**config.mk**
```make
export PLATFORM = sky130hd
export DESIGN_NAME = lfsr_frame_descrambler_core
export DESIGN_NICKNAME = d
export VERILOG_FILES = /design/src/lfd_pkg.sv /design/src/lfd_front.sv /design/src/lfd_cmd_fifo.sv /design/src/lfd_back.sv /design/src/lfsr_frame_descrambler_core.sv
export VERILOG_INCLUDE_DIRS = /design/src /design/src/src
export SDC_FILE = /design/constraint.sdc
export NUM_CORES = 1
export LEC_CHECK = 0
export BUFFER_PORTS_ARGS = -buffer_cell sky130_fd_sc_hd__clkbuf_2
export CORE_MARGIN = 8
export CORE_UTILIZATION = 60
export DETAILED_ROUTE_END_ITERATION = 12
export PLACE_DENSITY = 0.82
export SYNTH_ARGS = -nofsm -noshare
export SYNTH_HDL_FRONTEND = slang
export SYNTH_HIERARCHICAL = 1
export SYNTH_SLANG_ARGS = --single-unit
```
**constraint.sdc**
```tcl
create_clock -name clk -period 5.25 [get_ports clk]
set_input_delay 1.3125 -clock clk [delete_from_list [all_inputs] [get_ports clk]]
set_output_delay 1.3125 -clock clk [all_outputs]
set_load 0.01 [all_outputs]
```
**src/assert_macros.svh**
```systemverilog
// Assertion macros shared by the descrambler modules.
`ifndef ASSERT_MACROS_SVH
`define ASSERT_MACROS_SVH

// Property must hold at every clock edge outside reset.
`define LFD_ASSERT(label, clk, rst, prop, msg) \
  label: assert property (@(posedge clk) disable iff (rst) (prop)) else $error(msg);

// Condition must never be true outside reset.
`define LFD_NEVER(label, clk, rst, cond, msg) \
  `LFD_ASSERT(label, clk, rst, !(cond), msg)

`endif

```
**src/lfd_pkg.sv**
```systemverilog
// Types, constants and keystream functions for the frame descrambler.
package lfd_pkg;

  localparam int MAX_BYTES   = 256;
  localparam int COUNT_W     = $clog2(MAX_BYTES + 1);
  localparam int QUEUE_DEPTH = 2;
  localparam int PTR_W       = $clog2(QUEUE_DEPTH);
  localparam int CNT_W       = $clog2(QUEUE_DEPTH + 1);

  localparam logic [31:0] KEY_FIRST_RESET  = 32'hDFD109E8;
  localparam logic [31:0] KEY_SECOND_RESET = 32'hB71F0AE8;
  localparam logic [7:0]  CHECK_RESET      = 8'h4B;

  localparam logic OP_HEADER = 1'b0;
  localparam logic OP_DATA   = 1'b1;

  localparam logic STATUS_KEY_FOUND   = 1'b0;
  localparam logic STATUS_KEY_UNKNOWN = 1'b1;

  localparam logic KEY_SEL_FIRST  = 1'b0;
  localparam logic KEY_SEL_SECOND = 1'b1;

  typedef enum logic [1:0] {
    REG_KEY_FIRST   = 2'd0,
    REG_KEY_SECOND  = 2'd1,
    REG_CHECK_VALUE = 2'd2
  } reg_index_t;

  typedef struct packed {
    logic        op;
    logic [7:0]  enc_byte;
    logic        last_in;
    logic [15:0] manufacturer;
    logic [31:0] meter_id;
    logic [7:0]  version_code;
    logic [7:0]  medium_code;
    logic [7:0]  ci_field;
    logic [7:0]  apdu_first;
    logic [7:0]  apdu_second;
    logic [7:0]  apdu_third;
  } in_item_t;

  typedef struct packed {
    logic [7:0] plain_byte;
    logic       status;
    logic       key_index;
    logic       last_out;
  } out_item_t;

  // Classified work item handed from the front to the back.
  typedef struct packed {
    logic        is_header;
    logic        first;
    logic        last;
    logic [7:0]  enc_byte;
    logic [31:0] mix;
  } cmd_t;

  typedef struct packed {
    logic [31:0] key_first;
    logic [31:0] key_second;
    logic [7:0]  check_value;
  } cfg_t;

  // Eight Fibonacci steps: shift left, feedback from bits 1, 2, 11 and 31.
  function automatic logic [31:0] clock_byte(input logic [31:0] r);
    logic [31:0] s;
    s = r;
    for (int i = 0; i < 8; i++) begin
      s = {s[30:0], s[1] ^ s[2] ^ s[11] ^ s[31]};
    end
    return s;
  endfunction

  // Header fields folded into one word, ready to XOR with a key.
  function automatic logic [31:0] seed_mix(input in_item_t it);
    logic [31:0] w0;
    logic [31:0] w1;
    logic [31:0] w2;
    w0 = {it.manufacturer[7:0], it.manufacturer[15:8], it.meter_id[7:0], it.meter_id[15:8]};
    w1 = {it.meter_id[23:16], it.meter_id[31:24], it.version_code, it.medium_code};
    w2 = {it.ci_field, it.apdu_first, it.apdu_second, it.apdu_third};
    return w0 ^ w1 ^ w2;
  endfunction

endpackage

```
**src/lfd_front.sv**
```systemverilog
// Front end: classifies input items, folds headers, limits bytes per frame.
module lfd_front (
  input  logic             clk,
  input  logic             rst,
  input  logic             accept,
  input  lfd_pkg::in_item_t item,
  output logic             cmd_push,
  output lfd_pkg::cmd_t    cmd
);
  import lfd_pkg::*;

  logic [COUNT_W-1:0] byte_count;
  logic [COUNT_W-1:0] byte_count_next;
  logic               is_header;
  logic               room;

  assign is_header = (item.op == OP_HEADER);
  assign room      = (byte_count < COUNT_W'(MAX_BYTES));

  always_comb begin
    byte_count_next = byte_count;
    if (accept) begin
      if (is_header) begin
        byte_count_next = '0;
      end else if (room) begin
        byte_count_next = byte_count + 1'b1;
      end
    end
  end

  always_ff @(posedge clk) begin
    if (rst) begin
      byte_count <= '0;
    end else begin
      byte_count <= byte_count_next;
    end
  end

  // Drop data bytes past the frame limit here, so the back never sees them.
  assign cmd_push      = accept && (is_header || room);
  assign cmd.is_header = is_header;
  assign cmd.first     = (byte_count == '0);
  assign cmd.last      = item.last_in;
  assign cmd.enc_byte  = item.enc_byte;
  assign cmd.mix       = seed_mix(item);

endmodule

```
**src/lfd_cmd_fifo.sv**
```systemverilog
// Short queue of classified work items between front and back.
module lfd_cmd_fifo (
  input  logic          clk,
  input  logic          rst,
  input  logic          push,
  input  lfd_pkg::cmd_t cmd_in,
  input  logic          pop,
  output logic          full,
  output logic          empty,
  output lfd_pkg::cmd_t cmd_out
);
  import lfd_pkg::*;
  `include "assert_macros.svh"

  cmd_t             mem [QUEUE_DEPTH];
  logic [PTR_W-1:0] wr_ptr;
  logic [PTR_W-1:0] rd_ptr;
  logic [CNT_W-1:0] count;
  logic             do_push;
  logic             do_pop;

  assign full    = (count == CNT_W'(QUEUE_DEPTH));
  assign empty   = (count == '0);
  assign do_push = push && !full;
  assign do_pop  = pop && !empty;
  assign cmd_out = mem[rd_ptr];

  always_ff @(posedge clk) begin
    if (do_push) begin
      mem[wr_ptr] <= cmd_in;
    end
  end

  always_ff @(posedge clk) begin
    if (rst) begin
      wr_ptr <= '0;
      rd_ptr <= '0;
      count  <= '0;
    end else begin
      if (do_push) wr_ptr <= wr_ptr + 1'b1;
      if (do_pop)  rd_ptr <= rd_ptr + 1'b1;
      if (do_push && !do_pop) begin
        count <= count + 1'b1;
      end else if (do_pop && !do_push) begin
        count <= count - 1'b1;
      end
    end
  end

  `LFD_NEVER(a_cmd_overflow, clk, rst, push && full, "work item pushed into full queue")
  `LFD_ASSERT(a_cmd_drain, clk, rst, (pop && !empty && !push) |=> (count == $past(count) - 1'b1), "queue count did not drop on transfer out")

endmodule

```
**src/lfd_back.sv**
```systemverilog
// Back end: runs both keystreams, picks the key, queues results.
module lfd_back (
  input  logic              clk,
  input  logic              rst,
  input  lfd_pkg::cfg_t     cfg,
  input  logic              cmd_empty,
  input  lfd_pkg::cmd_t     cmd,
  output logic              cmd_pop,
  input  logic              pop,
  output logic              empty,
  output lfd_pkg::out_item_t result
);
  import lfd_pkg::*;
  `include "assert_macros.svh"

  logic [31:0]      lfsr_first;
  logic [31:0]      lfsr_second;
  logic             chosen_key;
  logic             frame_failed;

  out_item_t        res_mem [QUEUE_DEPTH];
  logic [PTR_W-1:0] res_wr_ptr;
  logic [PTR_W-1:0] res_rd_ptr;
  logic [CNT_W-1:0] res_count;

  logic [31:0]      lfsr_first_next;
  logic [31:0]      lfsr_second_next;
  logic [7:0]       d1;
  logic [7:0]       d2;
  logic             key_sel;
  logic             fail_sel;
  logic             res_space;
  logic             take;
  logic             res_push;
  logic             res_pop;
  out_item_t        res_new;

  assign lfsr_first_next  = clock_byte(lfsr_first);
  assign lfsr_second_next = clock_byte(lfsr_second);
  assign d1 = cmd.enc_byte ^ lfsr_first_next[7:0];
  assign d2 = cmd.enc_byte ^ lfsr_second_next[7:0];

  // First byte of a frame decides the key; first key wins a tie.
  always_comb begin
    key_sel  = chosen_key;
    fail_sel = frame_failed;
    if (cmd.first) begin
      priority if (d1 == cfg.check_value) begin
        key_sel  = KEY_SEL_FIRST;
        fail_sel = 1'b0;
      end else if (d2 == cfg.check_value) begin
        key_sel  = KEY_SEL_SECOND;
        fail_sel = 1'b0;
      end else begin
        key_sel  = KEY_SEL_FIRST;
        fail_sel = 1'b1;
      end
    end
  end

  always_comb begin
    res_new.last_out = cmd.last;
    if (fail_sel) begin
      res_new.plain_byte = '0;
      res_new.status     = STATUS_KEY_UNKNOWN;
      res_new.key_index  = KEY_SEL_FIRST;
    end else begin
      res_new.plain_byte = (key_sel == KEY_SEL_SECOND) ? d2 : d1;
      res_new.status     = STATUS_KEY_FOUND;
      res_new.key_index  = key_sel;
    end
  end

  assign empty     = (res_count == '0);
  assign result    = res_mem[res_rd_ptr];
  assign res_pop   = pop && !empty;
  assign res_space = (res_count != CNT_W'(QUEUE_DEPTH)) || res_pop;
  // Headers never wait on the result queue.
  assign take      = !cmd_empty && (cmd.is_header || res_space);
  assign res_push  = take && !cmd.is_header;
  assign cmd_pop   = take;

  always_ff @(posedge clk) begin
    if (rst) begin
      lfsr_first   <= '0;
      lfsr_second  <= '0;
      chosen_key   <= KEY_SEL_FIRST;
      frame_failed <= 1'b0;
    end else if (take) begin
      if (cmd.is_header) begin
        lfsr_first   <= cfg.key_first ^ cmd.mix;
        lfsr_second  <= cfg.key_second ^ cmd.mix;
        chosen_key   <= KEY_SEL_FIRST;
        frame_failed <= 1'b0;
      end else begin
        lfsr_first   <= lfsr_first_next;
        lfsr_second  <= lfsr_second_next;
        chosen_key   <= key_sel;
        frame_failed <= fail_sel;
      end
    end
  end

  always_ff @(posedge clk) begin
    if (res_push) begin
      res_mem[res_wr_ptr] <= res_new;
    end
  end

  always_ff @(posedge clk) begin
    if (rst) begin
      res_wr_ptr <= '0;
      res_rd_ptr <= '0;
      res_count  <= '0;
    end else begin
      if (res_push) res_wr_ptr <= res_wr_ptr + 1'b1;
      if (res_pop)  res_rd_ptr <= res_rd_ptr + 1'b1;
      if (res_push && !res_pop) begin
        res_count <= res_count + 1'b1;
      end else if (res_pop && !res_push) begin
        res_count <= res_count - 1'b1;
      end
    end
  end

  `LFD_NEVER(a_res_overflow, clk, rst, res_push && (res_count == CNT_W'(QUEUE_DEPTH)) && !res_pop, "result pushed into full queue")
  `LFD_ASSERT(a_header_clears, clk, rst, (take && cmd.is_header) |=> (!frame_failed && !chosen_key), "header did not clear key choice")
  `LFD_NEVER(a_header_no_result, clk, rst, res_push && cmd.is_header, "header produced a result")

endmodule

```
**src/lfsr_frame_descrambler_core.sv**
```systemverilog
// Top level of the frame descrambler: configuration registers and the front/back pipeline.
//
// Takes one item per clock on the push/full side while full is low, and hands out one result per
// data byte on the empty/pop side; headers give no result and data bytes past the frame limit are
// dropped. A data byte waits in the work queue until the result queue has room; the back end then
// runs both eight-step keystream shifts combinationally and writes the result queue. Full rises
// only when the two-entry result queue is left unread and the two-entry work queue behind it fills
// up. Key and check registers are written through wr_en/wr_index/wr_data; the keys take effect on
// the next header and the check value on the next first byte of a frame; write them only while
// the block is idle.
module lfsr_frame_descrambler_core (
  input  logic               clk,
  input  logic               rst,
  input  logic               push,
  output logic               full,
  input  lfd_pkg::in_item_t  item,
  input  logic               pop,
  output logic               empty,
  output lfd_pkg::out_item_t result,
  input  logic               wr_en,
  input  logic [1:0]         wr_index,
  input  logic [31:0]        wr_data
);
  import lfd_pkg::*;

  cfg_t cfg;
  logic accept;
  logic cmd_push;
  cmd_t cmd_front;
  logic cmd_pop;
  logic cmd_empty;
  cmd_t cmd_back;

  always_ff @(posedge clk) begin
    if (rst) begin
      cfg.key_first   <= KEY_FIRST_RESET;
      cfg.key_second  <= KEY_SECOND_RESET;
      cfg.check_value <= CHECK_RESET;
    end else if (wr_en) begin
      unique case (reg_index_t'(wr_index))
        REG_KEY_FIRST:   cfg.key_first   <= wr_data;
        REG_KEY_SECOND:  cfg.key_second  <= wr_data;
        REG_CHECK_VALUE: cfg.check_value <= wr_data[7:0];
        default: ;
      endcase
    end
  end

  assign accept = push && !full;

  lfd_front u_front (
    .clk      (clk),
    .rst      (rst),
    .accept   (accept),
    .item     (item),
    .cmd_push (cmd_push),
    .cmd      (cmd_front)
  );

  lfd_cmd_fifo u_cmd_fifo (
    .clk     (clk),
    .rst     (rst),
    .push    (cmd_push),
    .cmd_in  (cmd_front),
    .pop     (cmd_pop),
    .full    (full),
    .empty   (cmd_empty),
    .cmd_out (cmd_back)
  );

  lfd_back u_back (
    .clk       (clk),
    .rst       (rst),
    .cfg       (cfg),
    .cmd_empty (cmd_empty),
    .cmd       (cmd_back),
    .cmd_pop   (cmd_pop),
    .pop       (pop),
    .empty     (empty),
    .result    (result)
  );

endmodule

```
* After elaboration in Yosys (flattened, before gate mapping)
Memories as Yosys holds them, arrays and structs flattened. A register that Yosys moved wholly into a read port is not among the register bits.
Index checks and enable logic that the tools add are counted.
** Operators by class
- Add/subtract/negate cells :: 9
- Magnitude comparators :: 1
- Equal/unequal tests :: 7
- Mux-type cells :: 26
- Bitwise operators :: 55
- Reductions and logical operators :: 32
** Operator list (count)
- 32-bit bitwise XOR :: 4
- 32-bit two-way mux :: 2
- 1-bit bitwise XOR :: 48
- 9-bit two-way mux :: 2
- 8-bit equality test :: 2
- 1-bit two-way mux :: 16
- 8-bit bitwise XOR :: 2
- 1-bit logical AND :: 11
- 10-bit two-way mux :: 1
- 9-bit by 1-bit adder with 9-bit output, second input constant :: 1
- 9-bit logical NOT :: 1
- 9-bit less-than comparator, second input constant :: 1
- 1-bit logical NOT :: 8
- 2-bit two-way mux :: 4
- 8-bit two-way mux :: 1
- 2-bit AND reduction :: 4
- 2-bit logical NOT :: 3
- 1-bit adder, second input constant :: 4
- 2-bit by 1-bit adder with 2-bit output, second input constant :: 2
- 2-bit equality test, second input constant :: 2
- 2-bit nonzero test :: 2
- 2-bit by 1-bit subtractor with 2-bit output, second input constant :: 2
- 1-bit logical OR :: 3
- 2-bit by 1-bit equality test with 1-bit output, second input constant :: 1
- 3 further kinds :: 3
** Word-level totals
- Register bits :: 155
- Bits in writable memories :: 108
- Input bits :: 145
- Output and inout port bits :: 13
- Word-level logic and storage cells :: 146
- Memories kept :: 2
** Memories
- u_cmd_fifo.mem :: words 2, bits a word 43, rd ports 1, clocked after Yosys merged registers in 1, wr ports 1, line lfd_cmd_fifo.sv:15 : cmd_t mem [QUEUE_DEPTH];
- u_back.res_mem :: words 2, bits a word 11, rd ports 1, clocked after Yosys merged registers in 1, wr ports 1, line lfd_back.sv:21 : out_item_t res_mem [QUEUE_DEPTH];

* Logic depth before layout (Yosys ltp)
Gate-level depths: netlist of the first run.
- Word-level depth :: 19
- Depth in mapped cells :: 14
- Mapped depth without buffers :: 11

* By module
Netlist of the first run, hierarchy kept.
** By module, submodules not included
- lfd_back :: instances 1, cells each 622, area each 5636.7 um2, sequential area each 2082.0 um2
- lfd_cmd_fifo :: instances 1, cells each 159, area each 3309.4 um2, sequential area each 2682.6 um2
- lfsr_frame_descrambler_core :: instances 1, cells each 290, area each 2936.6 um2, sequential area each 1441.4 um2
- lfd_front :: instances 1, cells each 127, area each 1104.8 um2, sequential area each 180.2 um2

* Least setup slack after synthesis of the first run
Ideal clock, no wire load.
- Path type :: in2reg
- Start point :: input port push
- End point :: memory u_cmd_fifo/mem[0][0] (netlist name) (enable)
- Setup time :: 397 ps
- Data arrival time :: 3018 ps
- Required time :: 4853 ps
- Path slack :: 1835 ps
- Cell stages on the path :: 5
- Path buffers :: 0
- Cells stage by stage :: nor2b_1 and2_1 inv_1 or3_1 inv_1
** On the way
- Longest elaborated chain between the ends :: 5
** RTL lines
- start, declared :: line lfsr_frame_descrambler_core.sv:14 : input logic push,
- 1-bit logical AND :: line lfsr_frame_descrambler_core.sv:49 : assign accept = push && !full;
- 1-bit logical AND :: line lfd_front.sv:40 : assign cmd_push = accept && (is_header || room);
- via cmd_push :: line lfsr_frame_descrambler_core.sv:28 : logic cmd_push;
- 1-bit logical AND :: line lfd_cmd_fifo.sv:24 : assign do_push = push && !full;
- 1-bit two-way mux :: line lfd_cmd_fifo.sv:29 : if (do_push) begin
- 1-bit two-way mux (not written as such) :: line lfd_cmd_fifo.sv:30 : mem[wr_ptr] <= cmd_in;
- end, declared :: line lfd_cmd_fifo.sv:15
The timed path passes the listed nets, and every way through them passes these cells.

==> results.md, run 1 <==
* Run status: completed
* Slew Limit Fails at 0
* IO Port Bufs at around 160
* Wire per inst at between 15 and 20 um
* Least-Margin Pin Slew at between 1 and 1.5 ns
* Seq cells post-synth at around 270
* Mapped cell area at about 13000 um2
* Pint at approximately 5.8 mW
* CTS buffer count at 27
* HPWL after DPL at roughly 21000 um
* Worst vdd ir at between 0.0004 and 0.0005 V
* Drt pass-1 iters at 5
* # diodes at 0
* Initial antenna violation count at 0
* Period utilization at 70.9%
* Reg2Reg Setup Slack at 1.53 ns
* Ys Warns at 6
* Routed WL at approximately 29000 um
* Async set-reset flop share out of synthesis at 0%
* Post-synthesis to final-layout area growth at 13.1%
* Final core utilization at between 60% and 70%
* Seq/Total Area, Yosys at between 40% and 50%
* Comb power frac at ~50%
* Die area at about 27000 um2
* Die H at 163 um
* Post-route setup TNS at 0 ns
* Clock Tree Root: clkbuf_16
* Max_cap viols at 0
* Largest net degree at the start of global routing at 107
* P per Cell Area at about 650 nW/um2
* Vias at 8904
* Synth cell types at 56
* Max-slew headroom at 21.2%
* Post-CTS setup buffers at 0
* Vias in the first global route at around 9000
* GRT Total Usage at a little over a fifth
* Crit path max fanout at 16
* Die width at 163 um
* CP Data Arrival Time at ~4.1 ns
* Site row count at 54
* Largest cells by area after synthesis: edfxtp_1, dfxtp_1, xnor2_1
* Reg clk slew, reported paths at ~0.060 ns
* Syn nets at about 1300
* Ys flop type: dfxtp_1
* Synthesized area per cell at roughly 11 um2
* DRC errors left at 0
* Final setup fails at 0
* Unrepaired setup endpoints after global routing: false
* Worst Skew at 0.0103 ns
* CTS tree: done
* Hold_buf cts at 0
* Crit end category: register
* Leak at approximately 5.6 nW
* Worst min path class: register to register
* Tmin final at about 3.7 ns
* H-tree depth at 1
* Initial drt markers at 746
* First-pass GRT wire length at around 46000 um
* Clock buffer depth at 3
* Register share of total power at a little under a third
* Sw frac at between 30 and 40%
* IO Pins at 158
* Vias per cell at around 5.5
* Crit start category: register
* Max Freq at approximately 0.27 GHz
* Post-synth EDFFs at 108
* Yosys top cell by area: edfxtp_1
* Instance count of the mapped netlist at between 1000 and 1500
* Final ANT Viol Nets at 0
* Required @ worst endpoint at 5.59 ns
* Count leader, synth: xnor2_1
* Setup CP Type: register to register
* Nets at 1466
* Total congestion overflow at 0
* Initial Util at around 60%
* CORE AREA at 21600 um2
* Skew-Pair Late Insertion Delay at approximately 0.53 ns
* Clock power frac at 19.5%
* Post-synth top area share at 25.0%
* Post-cts gate resize count at 0
* Sw Pwr at ~3.8 mW
* GPL Wtd Cong at approximately 0.9
* Clock sinks at 265
* Most common library cells after synthesis: xnor2_1, dfxtp_1, nand2_1
* Layout cells sized above 1 at approximately a fifth
* Final hold vios at 0
## final timing paths
check,start,depth (start not counted),end
min reg2reg,u_back/lfsr_second[16],2,u_back/lfsr_second[16]
max reg2reg,register,9,u_back/res_mem[0][4]
min,u_back/lfsr_second[16],2,u_back/lfsr_second[16]
max,register,9,u_back/res_mem[0][4]
## logic make-up (layout without fill, tap and decap cells)
family	Yosys count	in the layout	share of synthesized area, %
flops	265	265	49.2
xor+xnor	214	214	16.1
simple gates	335	335	12.0
mux	142	142	11.5
buf+inv	84	224	3.29
compound gates	154	154	7.56
fa+ha+maj	4	4	0.385
## sequential cells by signal (all words and copies together), names as in the netlist, 2 cells and up, named ones only
register	count
u_cmd_fifo/mem	86
u_front/byte_count	9
u_back/res_count	2
u_back/lfsr_second	32
cfg	72
u_back/lfsr_first	32
u_back/res_mem	22
u_cmd_fifo/count	2
## power by group through the flow
stage | Clock, mW | Combinational, mW | Sequential [mW]
5_1_grt | 1.99 | 5.11 | 2.99
6_report | 1.88 | 4.80 | 2.95
3_3_place_gp | 0 | 4.68 | 2.96
3_5_place_dp | 0 | 4.70 | 2.98
2_1_floorplan | 0 | 3.69 | 2.88
4_1_cts | 1.90 | 4.75 | 2.95
## stage by stage
stage	worst slack (ns)	instance area [um2]	std cells	hold WS [ns]	power (mW)
2_1_floorplan	1.83	13000	1198	0.432	6.57
3_3_place_gp	1.66	13800	1568	0.437	7.64
3_5_place_dp	1.58	13800	1568	0.444	7.69
4_1_cts	1.55	14700	1618	0.452	9.60
5_1_grt	1.32	14700	1618	0.476	10.1
6_report	1.53	14700	1618	0.454	9.62
## cell type report
class	count	area [um2]
Clock buffer	39	762
Clock inverter	11	110
Fill cell	1606	6860
Inverter	8	30.0
Multi-Input combinational cell	849	6180
Sequential cell	265	6390
Tap cell	280	350
Timing Repair Buffer	166	868
## metal layers
metal / share of wire, % / track usage [%]
met4: 1.8 / 5.59
met1: 45 / 29.0
met2: 48 / 35.4
met5: 0 / 0
met3: 5.9 / 3.33
## critical path: stages, from the launching register on
cell	delay, ns
dfxtp_2	0.62
mux2_2	0.42
xor2_1	0.32
xnor3_1	0.48
and3_1	0.19
o211ai_1	0.17
o31ai_1	0.14
a41oi_2	0.60
mux2i_1	0.32
mux2i_1	0.28
## cells in the final DEF, fill, tap and decap left out, types with 32 or more instances in the layout
| master | n |
|---|---|
| edfxtp_1 | 108 |
| o211ai_1 | 64 |
| xnor2_1 | 165 |
| dfxtp_1 | 156 |
| xor2_1 | 32 |
| mux2i_1 | 88 |
| nand2_1 | 138 |
| clkbuf_2 | 156 |
| mux2_2 | 53 |
| nand2b_1 | 66 |
| a21oi_1 | 72 |
| nor2_1 | 91 |
Power figures use the tool's default switching activity.
==> run 2, diff against run 1 <==
--- a/config.mk
+++ b/config.mk
@@ -8,9 +8,9 @@
 export LEC_CHECK = 0
 export BUFFER_PORTS_ARGS = -buffer_cell sky130_fd_sc_hd__clkbuf_2
 export CORE_MARGIN = 8
-export CORE_UTILIZATION = 60
+export CORE_UTILIZATION = 59
 export DETAILED_ROUTE_END_ITERATION = 12
-export PLACE_DENSITY = 0.82
+export PLACE_DENSITY = 0.81
 export SYNTH_ARGS = -nofsm -noshare
 export SYNTH_HDL_FRONTEND = slang
 export SYNTH_HIERARCHICAL = 1
==> constraint.sdc (replaced) <==
create_clock -name clk -period 3.65 [get_ports clk]
set_input_delay 0.9125 -clock clk [delete_from_list [all_inputs] [get_ports clk]]
set_output_delay 0.9125 -clock clk [all_outputs]
set_load 0.01 [all_outputs]
==> run 2 against run 1 <==
Setup slack got worse by 1.2 ns. Final area is 0.95% higher. Largest cell class unchanged. Power increased by 45%. Routed wire length grew 0.45%. Largest power group unchanged.
==> results.md, run 2 (synthesis results as in run 1) <==
* Slew Limit Fails at 0 (unchanged)
* Max-slew headroom at 38.0% (was 21.2%)
* H-tree depth at 1 (unchanged)
* Hold_buf cts at 0 (unchanged)
* Final ANT Viol Nets at 0 (unchanged)
* Max Freq at 0.301 GHz (was 0.269 GHz)
* GPL Wtd Cong at 0.866 (was 0.877)
* Routed WL at 29200 um (was 29100 um)
* Setup CP Type: register to register (unchanged)
* Post-route setup TNS at 0 ns (unchanged)
* Period utilization at 91.0% (was 70.9%)
* Highest routed layer: met4 (unchanged)
* P per Cell Area at 944 nW/um2 (was 655 nW/um2)
* Register with the most flip-flops: u_cmd_fifo/mem (unchanged)
* Post-cts gate resize count at 0 (unchanged)
* Worst vdd ir at 0.000537 V (was 0.000429 V)
* HPWL after DPL at 21000 um (was 20700 um)
* Reg clk slew, reported paths at 0.06 ns (about the same)
* CORE AREA at 21700 um2 (was 21600 um2)
* Most frequent cells in the layout: xnor2_1, dfxtp_1, clkbuf_2, nand2_1, edfxtp_1 (unchanged)
* Vias in the first global route at 9044 (was 8999)
* Die width at 164 um (was 163 um)
* Tot Pwr at 14.0 mW (was 9.62 mW)
* Initial Util at 59.9% (was 60.3%)
* Max_cap viols at 0 (unchanged)
* Leak at 5.64 nW (was 5.57 nW)
* Vias at 8894 (was 8904)
* DP Worst Slack at 0.380 ns (was 1.58 ns)
* Max FFs per register at 86 (unchanged)
* Crit path max fanout at 10 (was 16)
* IO Pins at 158 (unchanged)
* Clock buffer depth at 3 (unchanged)
* First-pass GRT wire length at 46200 um (about the same)
* Final Hold Slack at 0.450 ns (was 0.454 ns)
* Largest net degree at the start of global routing at 130 (was 107)
* Final setup margin at 0.327 ns (was 1.53 ns)
* Required @ worst endpoint at 4.02 ns (was 5.59 ns)
* Initial drt markers at 640 (was 746)
* Multi-input logic area at 6180 um2 (unchanged)
* DRC errors left at 0 (unchanged)
* Initial antenna violation count at 0 (unchanged)
* Final core utilization at 68.4% (was 68.2%)
* CP Data Arrival Time at 3.69 ns (was 4.06 ns)
* Layout fillers at 1619 (was 1606)
* Least-Margin Pin Slew at 0.930 ns (was 1.18 ns)
* Worst Skew at 0.0187 ns (was 0.0103 ns)
* Post-CTS setup buffers at 0 (unchanged)
* Site row count at 54 (unchanged)
* Run status: completed (unchanged)
* CTS tree: done (unchanged)
* Die area at 27000 um2 (was 26600 um2)
* Routed wl met2 at 13800 um (about the same)
* Wire per inst at 18.0 um (about the same)
* # diodes at 0 (unchanged)
* Layout cells sized above 1 at 21.9% (was 21.3%)
* Unrepaired setup endpoints after global routing: false (unchanged)
* Post-synthesis to final-layout area growth at 14.2% (was 13.1%)
* Crit end category: register (unchanged)
* Vias per cell at 5.47 (was 5.50)
* CTS buffer count at 28 (was 27)
* Final setup fails at 0 (unchanged)
* Regs by FF count: u_cmd_fifo/mem x86, cfg x72 (unchanged)
* Clock Tree Root: clkbuf_16 (unchanged)
* Total congestion overflow at 0 (unchanged)
* Tmin final at 3.32 ns (was 3.72 ns)
* Drt pass-1 iters at 5 (unchanged)
* IO Port Bufs at 157 (unchanged)
* Most common cell after layout, fill and taps aside: xnor2_1 (unchanged)
* Register Area at 6390 um2 (unchanged)
* Clock sinks at 265 (unchanged)
* GRT Total Usage at 21.5% (about the same)
* WL met1 at 13000 um (about the same)
* Skew-Pair Late Insertion Delay at 0.55 ns (was 0.53 ns)
* Die H at 164 um (was 163 um)
* Crit start category: register (unchanged)
* Worst min path class: register to register (unchanged)
* Final hold vios at 0 (unchanged)
* Metal3 WL at 1770 um (was 1710 um)
* Nets at 1474 (was 1466)
run 2: changes by cell type in the layout (fill, tap and decap cells not counted), sizes merged:
cell	change
buf	+7
clkbuf	+2
clkinv	+1
clkinvlp	-1
inv	-1
run 2: per-layer routing:
| layer | vias up | track usage, % |
|---|---|---|
| met4 | 0 | 6.40 |
| met2 | 260 | 35.0 |
| met5 | - | 0 |
| li1 | 4356 | - |
| met3 | 48 | 3.51 |
| met1 | 4230 | 29.1 |
run 2: through the flow:
step,cell area (um2),instances
3_3_place_gp,13900,1575
2_1_floorplan,13000,1198
6_report,14800,1626
3_5_place_dp,13900,1575
4_1_cts,14800,1626
5_1_grt,14800,1626
run 2: final cells by class:
class | instances | share of cell area (%)
Timing Repair Buffer | 173 | 6.55
Clock buffer | 41 | 5.42
Sequential cell | 265 | 43.1
Inverter | 8 | 0.202
Multi-Input combinational cell | 849 | 41.7
Tap cell | 280 | 2.36
Clock inverter | 10 | 0.700
run 2: path summary, 6_finish.rpt:
check | from | to | slack, ns | depth (start not counted)
setup reg to reg | register | u_back/res_mem[0][3] | 0.33 | 10
setup / recovery | register | u_back/res_mem[0][3] | 0.33 | 10
hold / removal | u_back/lfsr_first[13] | u_back/lfsr_first[13] | 0.45 | 2
hold reg to reg | u_back/lfsr_first[13] | u_back/lfsr_first[13] | 0.45 | 2
run 2: power by group:
part / leakage (nW) / total, mW / switching (mW) / internal, mW
Sequential: 2.29 / 4.20 / 0.347 / 3.86
Combinational: 2.92 / 6.99 / 3.93 / 3.06
Clock: 0.444 / 2.80 / 1.14 / 1.66
run 2: critical path: stages, from the launching register on:
cell      delay (ns)
dfxtp_2         0.46
mux2_2          0.39
xor2_1          0.37
xnor3_1         0.49
and3_1          0.19
o211ai_1        0.16
o31ai_1         0.14
a41oi_2         0.15
buf_4           0.23
mux2i_1         0.27
mux2i_1         0.28
